==> config.mk <==
export PLATFORM = sky130hd
export DESIGN_NAME = k_sorted_stream_sorter
export DESIGN_NICKNAME = d
export VERILOG_FILES = /design/src/kss_pkg.sv /design/src/kss_cell.sv /design/src/k_sorted_stream_sorter.sv
export SDC_FILE = /design/constraint.sdc
export NUM_CORES = 2
export LEC_CHECK = 0
export ABC_AREA = 1
export BUFFER_PORTS_ARGS = -buffer_cell sky130_fd_sc_hd__buf_2
export CORE_MARGIN = 3
export CORE_UTILIZATION = 57
export DETAILED_ROUTE_END_ITERATION = 8
export GPL_ROUTABILITY_DRIVEN = 0
export PLACE_DENSITY = 0.78
export SLEW_MARGIN = 25
export SYNTH_ARGS = -nofsm -noshare
export SYNTH_HDL_FRONTEND = slang
export SYNTH_HIERARCHICAL = 1
export SYNTH_SLANG_ARGS = --single-unit
==> constraint.sdc <==
create_clock -name aclk -period 3.4 [get_ports aclk]
set_input_delay 0.34 -clock aclk [delete_from_list [all_inputs] [get_ports aclk]]
set_output_delay 0.34 -clock aclk [all_outputs]
set_load 0.01 [all_outputs]
==> src/kss_pkg.sv <==
`timescale 1ns / 1ps
// Shared types and constants for the k-sorted stream sorter.
// No dependencies; the cell and the top level import this package.
package kss_pkg;

    localparam int CAPACITY = 16;
    localparam int DATA_W   = 32;
    localparam int K_W      = 4;
    localparam int FILL_W   = $clog2(CAPACITY + 1);

    localparam logic [K_W-1:0] WINDOW_K_RESET = K_W'(3);

    typedef logic signed [DATA_W-1:0] data_t;

    typedef struct packed {
        logic insert;
        logic pop;
    } cell_ctrl_t;

endpackage

==> src/kss_cell.sv <==
`timescale 1ns / 1ps
// One position of the sorted chain: holds a value and shifts it with its neighbors.
// Depends on kss_pkg.
module kss_cell
    import kss_pkg::*;
(
    input  logic       aclk,
    input  cell_ctrl_t ctrl,
    input  data_t      new_value,
    input  logic       occ_self,
    input  logic       occ_left,
    input  logic       lt_left,
    input  data_t      value_left,
    input  data_t      value_right,
    output data_t      value,
    output logic       lt
);

    data_t value_reg;
    data_t value_next;

    assign value = value_reg;
    assign lt    = occ_self && (new_value < value_reg);

    always_comb begin
        value_next = value_reg;
        if (ctrl.pop) begin
            value_next = value_right;
        end else if (ctrl.insert) begin
            if (lt || (!occ_self && occ_left)) begin
                value_next = (occ_left && lt_left) ? value_left : new_value;
            end
        end
    end

    always_ff @(posedge aclk) begin
        value_reg <= value_next;
    end

endmodule

==> src/k_sorted_stream_sorter.sv <==
`timescale 1ns / 1ps
// Top level of the k-sorted stream sorter: control, fill count, output register, cell chain.
// Depends on kss_pkg and kss_cell.
//
// The sorter keeps up to min(window_k + 1, CAPACITY) values in a chain of cells kept in
// ascending order; an insert or a removal of the minimum shifts all cells of the chain at
// once. An input beat is taken only when the control is idle. A beat that finds the store
// not yet full is accepted and then inserted. A beat that finds it full is accepted, then
// moves the minimum into the output register once that register is free, and is then
// inserted. A beat marked end of stream then drains the chain at one beat per cycle while
// the output side is ready, and the final beat carries last_sorted. window_k is written
// through the configuration channel and should change only while idle.
module k_sorted_stream_sorter
    import kss_pkg::*;
(
    input  logic           aclk,
    input  logic           aresetn,
    input  logic           s_valid,
    output logic           s_ready,
    input  data_t          s_sample_value,
    input  logic           s_end_of_stream,
    output logic           m_valid,
    input  logic           m_ready,
    output data_t          m_sorted_value,
    output logic           m_last_sorted,
    input  logic           cfg_valid,
    output logic           cfg_ready,
    input  logic [K_W-1:0] cfg_window_k
);

    localparam logic [1:0] ST_IDLE  = 2'd0;
    localparam logic [1:0] ST_POP   = 2'd1;
    localparam logic [1:0] ST_INS   = 2'd2;
    localparam logic [1:0] ST_DRAIN = 2'd3;

    logic [1:0]        state_reg, state_next;
    logic [FILL_W-1:0] fill_reg, fill_next;
    logic [K_W-1:0]    window_k_reg;
    data_t             sample_reg;
    logic              last_reg;
    logic              m_valid_reg, m_valid_next;
    data_t             m_value_reg;
    logic              m_last_reg;

    cell_ctrl_t        ctrl;
    logic              out_free;
    logic              full;
    logic              load_out;
    logic              accept;

    data_t             cell_value [CAPACITY];
    logic              cell_lt    [CAPACITY];
    logic              occ        [CAPACITY];

    assign s_ready        = (state_reg == ST_IDLE);
    assign cfg_ready      = 1'b1;
    assign m_valid        = m_valid_reg;
    assign m_sorted_value = m_value_reg;
    assign m_last_sorted  = m_last_reg;

    assign accept   = s_valid && s_ready;
    assign out_free = !m_valid_reg || m_ready;
    assign full     = (fill_reg != '0)
                      && ((32'(fill_reg) >= 32'(window_k_reg) + 32'd1)
                          || (32'(fill_reg) >= 32'(CAPACITY)));

    always_comb begin
        state_next  = state_reg;
        fill_next   = fill_reg;
        ctrl.insert = 1'b0;
        ctrl.pop    = 1'b0;
        load_out    = 1'b0;
        case (state_reg)
            ST_IDLE: begin
                if (accept) begin
                    state_next = full ? ST_POP : ST_INS;
                end
            end
            ST_POP: begin
                if (out_free) begin
                    ctrl.pop   = 1'b1;
                    load_out   = 1'b1;
                    fill_next  = fill_reg - FILL_W'(1);
                    state_next = ST_INS;
                end
            end
            ST_INS: begin
                if (32'(fill_reg) < 32'(CAPACITY)) begin
                    ctrl.insert = 1'b1;
                    fill_next   = fill_reg + FILL_W'(1);
                end
                state_next = last_reg ? ST_DRAIN : ST_IDLE;
            end
            ST_DRAIN: begin
                if (fill_reg == '0) begin
                    state_next = ST_IDLE;
                end else if (out_free) begin
                    ctrl.pop  = 1'b1;
                    load_out  = 1'b1;
                    fill_next = fill_reg - FILL_W'(1);
                    if (fill_reg == FILL_W'(1)) begin
                        state_next = ST_IDLE;
                    end
                end
            end
            default: begin
                state_next = ST_IDLE;
            end
        endcase
    end

    always_comb begin
        m_valid_next = m_valid_reg;
        if (load_out) begin
            m_valid_next = 1'b1;
        end else if (m_ready) begin
            m_valid_next = 1'b0;
        end
    end

    always_ff @(posedge aclk) begin
        if (!aresetn) begin
            state_reg    <= ST_IDLE;
            fill_reg     <= '0;
            window_k_reg <= WINDOW_K_RESET;
            m_valid_reg  <= 1'b0;
        end else begin
            state_reg   <= state_next;
            fill_reg    <= fill_next;
            m_valid_reg <= m_valid_next;
            if (cfg_valid && cfg_ready) begin
                window_k_reg <= cfg_window_k;
            end
        end
    end

    always_ff @(posedge aclk) begin
        if (accept) begin
            sample_reg <= s_sample_value;
            last_reg   <= s_end_of_stream;
        end
        if (load_out) begin
            m_value_reg <= cell_value[0];
            m_last_reg  <= (state_reg == ST_DRAIN) && (fill_reg == FILL_W'(1));
        end
    end

    for (genvar i = 0; i < CAPACITY; i++) begin : g_cell
        data_t value_left;
        data_t value_right;
        logic  occ_left;
        logic  lt_left;

        assign occ[i] = (32'(fill_reg) > i);

        if (i == 0) begin : g_first
            assign value_left = '0;
            assign occ_left   = 1'b1;
            assign lt_left    = 1'b0;
        end else begin : g_inner
            assign value_left = cell_value[i-1];
            assign occ_left   = occ[i-1];
            assign lt_left    = cell_lt[i-1];
        end

        if (i == CAPACITY - 1) begin : g_end
            assign value_right = '0;
        end else begin : g_mid
            assign value_right = cell_value[i+1];
        end

        kss_cell u_cell (
            .aclk        (aclk),
            .ctrl        (ctrl),
            .new_value   (sample_reg),
            .occ_self    (occ[i]),
            .occ_left    (occ_left),
            .lt_left     (lt_left),
            .value_left  (value_left),
            .value_right (value_right),
            .value       (cell_value[i]),
            .lt          (cell_lt[i])
        );
    end

endmodule

# Word level (Yosys, flattened, before mapping)
# Cells that the tools add are included.
dict set report word_totals {
  output_inout_bits 36
  ff_bits 590
  wordCells 274
}
dict set report classes {
  reduce_logical 123
  n_mux 79
  add_sub_neg 3
  order_cmp 35
  n_eq_ne 10
}
# op count
set op_table {}
lappend op_table {{$mux 32} 60}
lappend op_table {{$lt 32x32->1} 16}
lappend op_table {{$logic_and 1x1->1} 49}
lappend op_table {{$gt 5x4->1 const B} 8}
lappend op_table {{$reduce_bool 2->1} 17}
lappend op_table {{$reduce_and 2->1} 16}
lappend op_table {{$gt 5x3->1 const B} 4}
lappend op_table {{$logic_or 1x1->1} 18}
lappend op_table {{$logic_not 1->1} 17}
lappend op_table {{$mux 5} 3}
lappend op_table {{$pmux 5 s3} 1}
lappend op_table {{$mux 2} 7}
lappend op_table {{$gt 5x1->1 const B} 2}
lappend op_table {{$gt 5x2->1 const B} 2}
lappend op_table {{$pmux 2 s4} 1}
lappend op_table {{$mux 1} 6}
lappend op_table {{$ne 2x2->1 const B} 3}
lappend op_table {{$ne 3x3->1 const B} 2}
lappend op_table {{$add 4x1->5 const B} 1}
lappend op_table {{$add 5x1->5 const B} 1}
lappend op_table {{$eq 5x1->1 const B} 1}
lappend op_table {{$ge 5x5->1} 1}
lappend op_table {{$ge 5x5->1 const B} 1}
lappend op_table {{$logic_not 5->1} 1}
lappend op_table {{11 further kinds} 12}

# Longest topological paths before layout
dict set report logic_depth {
  depth_word 7
  ltp_mapped 20
  mapped_depth_nobuf 19
}

# Modules after synthesis
# The synthesis kept the hierarchy.
# mod area_each_um2 cells_each seq_area_each_um2 instances
set by_module_without_submodules {}
lappend by_module_without_submodules {kss_cell 2484.9 321 960.9 16}
lappend by_module_without_submodules {k_sorted_stream_sorter 3129.3 254 2222.1 1}

# Least setup slack after synthesis
# OpenSTA, ideal clock, no wires.
dict set report synth_path {
  path_kind {register to register}
  startpoint {register fill_reg[0]}
  endpoint {register g_cell[0].u_cell.value_reg[0] (enable)}
  arrival_ns 3.223
  path_stages_with_launch 14
  synth_period_minus_slack_ns 3.612
  setup_slack_ns -0.212
  required_ns 3.011
  path_cell_list {dfxtp_1 -> inv_1 -> ha_1 -> inv_1 -> nor2_4 -> nand2_4 -> inv_4 -> nand2_4 -> nand3_1 -> inv_1 -> inv_1 -> buf_2 -> clkbuf_1 -> nand2_1}
}
dict set report synth_via {
  elab_chain_len 5
  elab_cells_between_ends 13
  cone_classes {2 x order compare; 4 x mux; 7 x reduce/logical}
}
# element line_no
set synth_lines {}
lappend synth_lines {{from (decl)} k_sorted_stream_sorter.sv:37} ;# logic [FILL_W-1:0] fill_reg, fill_next;
lappend synth_lines {{from (signal assigned)} k_sorted_stream_sorter.sv:129} ;# fill_reg <= fill_next;
lappend synth_lines {{$gt 5x1->1 (*)} k_sorted_stream_sorter.sv:154} ;# assign occ[i] = (32'(fill_reg) > i);
lappend synth_lines {{net g_cell[1].occ_left} k_sorted_stream_sorter.sv:151} ;# logic occ_left;
lappend synth_lines {{$logic_and 1x1->1 or $logic_not 1->1 (tied branches)} {kss_cell.sv:23, kss_cell.sv:30}}
lappend synth_lines {{$logic_or 1x1->1 (*)} kss_cell.sv:30} ;# if (lt || (!occ_self && occ_left)) begin
lappend synth_lines {{$reduce_bool 2->1 (no line) (*)} --}
lappend synth_lines {{$reduce_and 2->1 (no line) (*)} --}
lappend synth_lines {{to (signal assigned)} kss_cell.sv:37} ;# value_reg <= value_next;
lappend synth_lines {{to (decl)} kss_cell.sv:19} ;# data_t value_reg;
# The timed path passes the listed nets; every way through them passes the cells marked *.
# A chain may end at the register's enable or synchronous reset.

==> run_results.csv <==
group,metric,value,unit
detailed_routing,vias_per_cell,5.53,
layout,fill_cells,5969,
timing,timing_hold_violations_final,0,
power,powerDensity,979,mW/mm^2
detailed_routing,first_pass_iters,6,
cts,cts_tree,"built",
worst_setup_path,cp.required,3.83,ns
yosys,yosys_warnings,6,
layout,finalNetCount,6105,
timing,finalWorstPathRequiredPeriod,3.13,ns
yosys,syn_inst,5389,
layout,drive_above_1_share,0.0920,
cts,htreeDepth,3,
timing,slew_violations,0,
worst_setup_path,path_class,"reg2reg",
layout,synthToLayoutAreaGrowth,11.5,%
yosys,syn_area,0.0429,sq mm
grt,grt_max_degree,66,
worst_setup_path,r2r_setup_slack,0.27,ns
floorplan,ios,78,
status,status,"finished clean",
floorplan,die_x,280,um
placed_design,hpwl,77.7,mm
floorplan,initial_core_util,0.582,
detailed_routing,drt_iter0_markers,2791,
cts,cts_buffer_depth,3,
power,p_leak,22.9,nW
detailed_routing,vias,36298,
min_path,min_path_type,"in2reg",
grt,grt_pass1_vias,34709,
timing,worst_slew_pin_slew,0.711,ns
grt,antenna_found_initial,0,
layout,largest_register_ffs,512,
worst_setup_path,cp_data_arrival_time,3.56,ns
cts,cts_resized,0,
cts,cts_made_buffers,70,
run,max_cap_violations,0,
worst_setup_path,endpoint_kind,"register",
cts,cts-root-buf,"clkbuf_16",
placed_design,io_buffers,76,
floorplan,core,0.0737,sq mm
timing,rsz0062_at_grt,"no",
detailed_routing,antenna_left,0,
grt,grt_pass1_wl,170,mm
cts,insertion_delay,0.62,ns
detailed_routing,drcViolationCount,0,
timing,period_share,0.921,
floorplan,design.die.area,0.0786,sq mm
yosys,syn_avg_cell_area,7.96,sq um
timing,skew,0.0296,ns
grt,track_usage,0.260,
cts,holdBufCountCts,39,
worst_setup_path,crit_fanout,32,
power,vdd_drop_max,753,uV
cts,clk_pin_slew_worst_paths,0.06,ns
timing,fin_tns_setup,0,ns
timing,setup_viol,0,
timing,max_freq,0.319,GHz
floorplan,rows,99,
grt,grt_overflow,0,
detailed_routing,wl_per_cell,15.7,um
power,power.total,46.8,mW
floorplan,die_y,280,um
timing,max_slew_margin,0.523,
cts,post_cts_buffers,0,
worst_setup_path,cp-start-kind,"register",
detailed_routing,drt_wl_total,103,mm
layout,n_antenna_cell,0,
cts,clkSinkCount,590,
## placed cells by master, fill, tap and decap left out, types with 2 or more instances in the layout
cell and n:
conb_1 68, nand3b_1 16, dlygate4sd3_1 39, a21oi_1 151, edfxtp_1 578, nand2_1 1625, clkbuf_1 14, inv_1 734
ha_1 507, xnor2_1 2, clkinv_1 16, dfxtp_1 12, nor2_2 16, buf_12 29, buf_4 97, nor3_2 32
nor3_1 3, nor2_1 648, bufinv_16 7, buf_2 76, nand2_2 19, inv_2 29, a31oi_1 514, o21ai_1 36
nand3_2 32, xor2_1 2, nand4_1 17, inv_6 3, nand2_4 2, clkbuf_16 72, nor2_4 19, o21ai_0 45
a21oi_2 65, o21bai_1 16, nand3_1 45, clkinv_2 15
## path summary, 6_finish.rpt
kind / startpoint / endpoint / cells after the start
worst min register to register: g_cell[0].u_cell/value[3] / m_sorted_value[3] / 0
worst min-delay path: aresetn / state_reg[1] / 3
worst max-delay path: sample_reg[9] / g_cell[2].u_cell/value[1] / 16
worst max register to register: sample_reg[9] / g_cell[2].u_cell/value[1] / 16
## where the power goes
part / switching [mW] / leakage [nW] / total [mW] / internal [mW]
Combinational: 14.5 / 16.4 / 22.7 / 8.19
Clock: 3.08 / 1.10 / 7.49 / 4.41
Sequential: 2.91 / 5.43 / 16.7 / 13.7
Total: 20.5 / 22.9 / 46.8 / 26.3
## layer usage
layer  up-vias  GRT usage  wire, um
met5         -          0         0
li1      18219          -         -
met1     16736      0.335     44700
met3       175     0.0300      5820
met4         0     0.0769      2460
met2      1168      0.460     50200
## stage by stage
stage / hold slack (ns) / area [sq um] / utilization / worst slack (ns) / cells
5_1_grt: 0.0665 / 47800 / 0.649 / 0.00221 / 6567
4_1_cts: 0.0277 / 47800 / 0.649 / 0.286 / 6566
3_5_place_dp: 0.478 / 45200 / 0.613 / 0.309 / 6403
3_3_place_gp: 0.483 / 45200 / 0.613 / 0.344 / 6403
2_1_floorplan: 0.424 / 43200 / - / 0.264 / 5455
6_report: 0.0558 / 47800 / 0.649 / 0.269 / 6567
## critical path, cell delays in order, from the launching register on
cell      delay, ns
edfxtp_1       0.33
buf_4          0.37
ha_1           0.34
a21oi_1        0.18
o21ai_0        0.12
a21oi_2        0.13
nand2_1        0.14
nand2_1        0.12
nand2_1        0.05
nand2_1        0.06
nand3_2        0.06
inv_1          0.06
nand2_1        0.19
inv_1          0.11
buf_4          0.31
nand2_1        0.11
a31oi_1        0.22
## area by class of cell
class                      instances  area (sq um)  share of cell area
sequential                       590         17600               0.368
multi-input combinational       3884         21800               0.456
inverter                         769          2890              0.0605
clock inverter                    38           373             0.00780
tap                              959          1200              0.0251
clock buffer                      86          1850              0.0388
timing repair buffer             241          2080              0.0435
(Power assumes the default switching activity.)
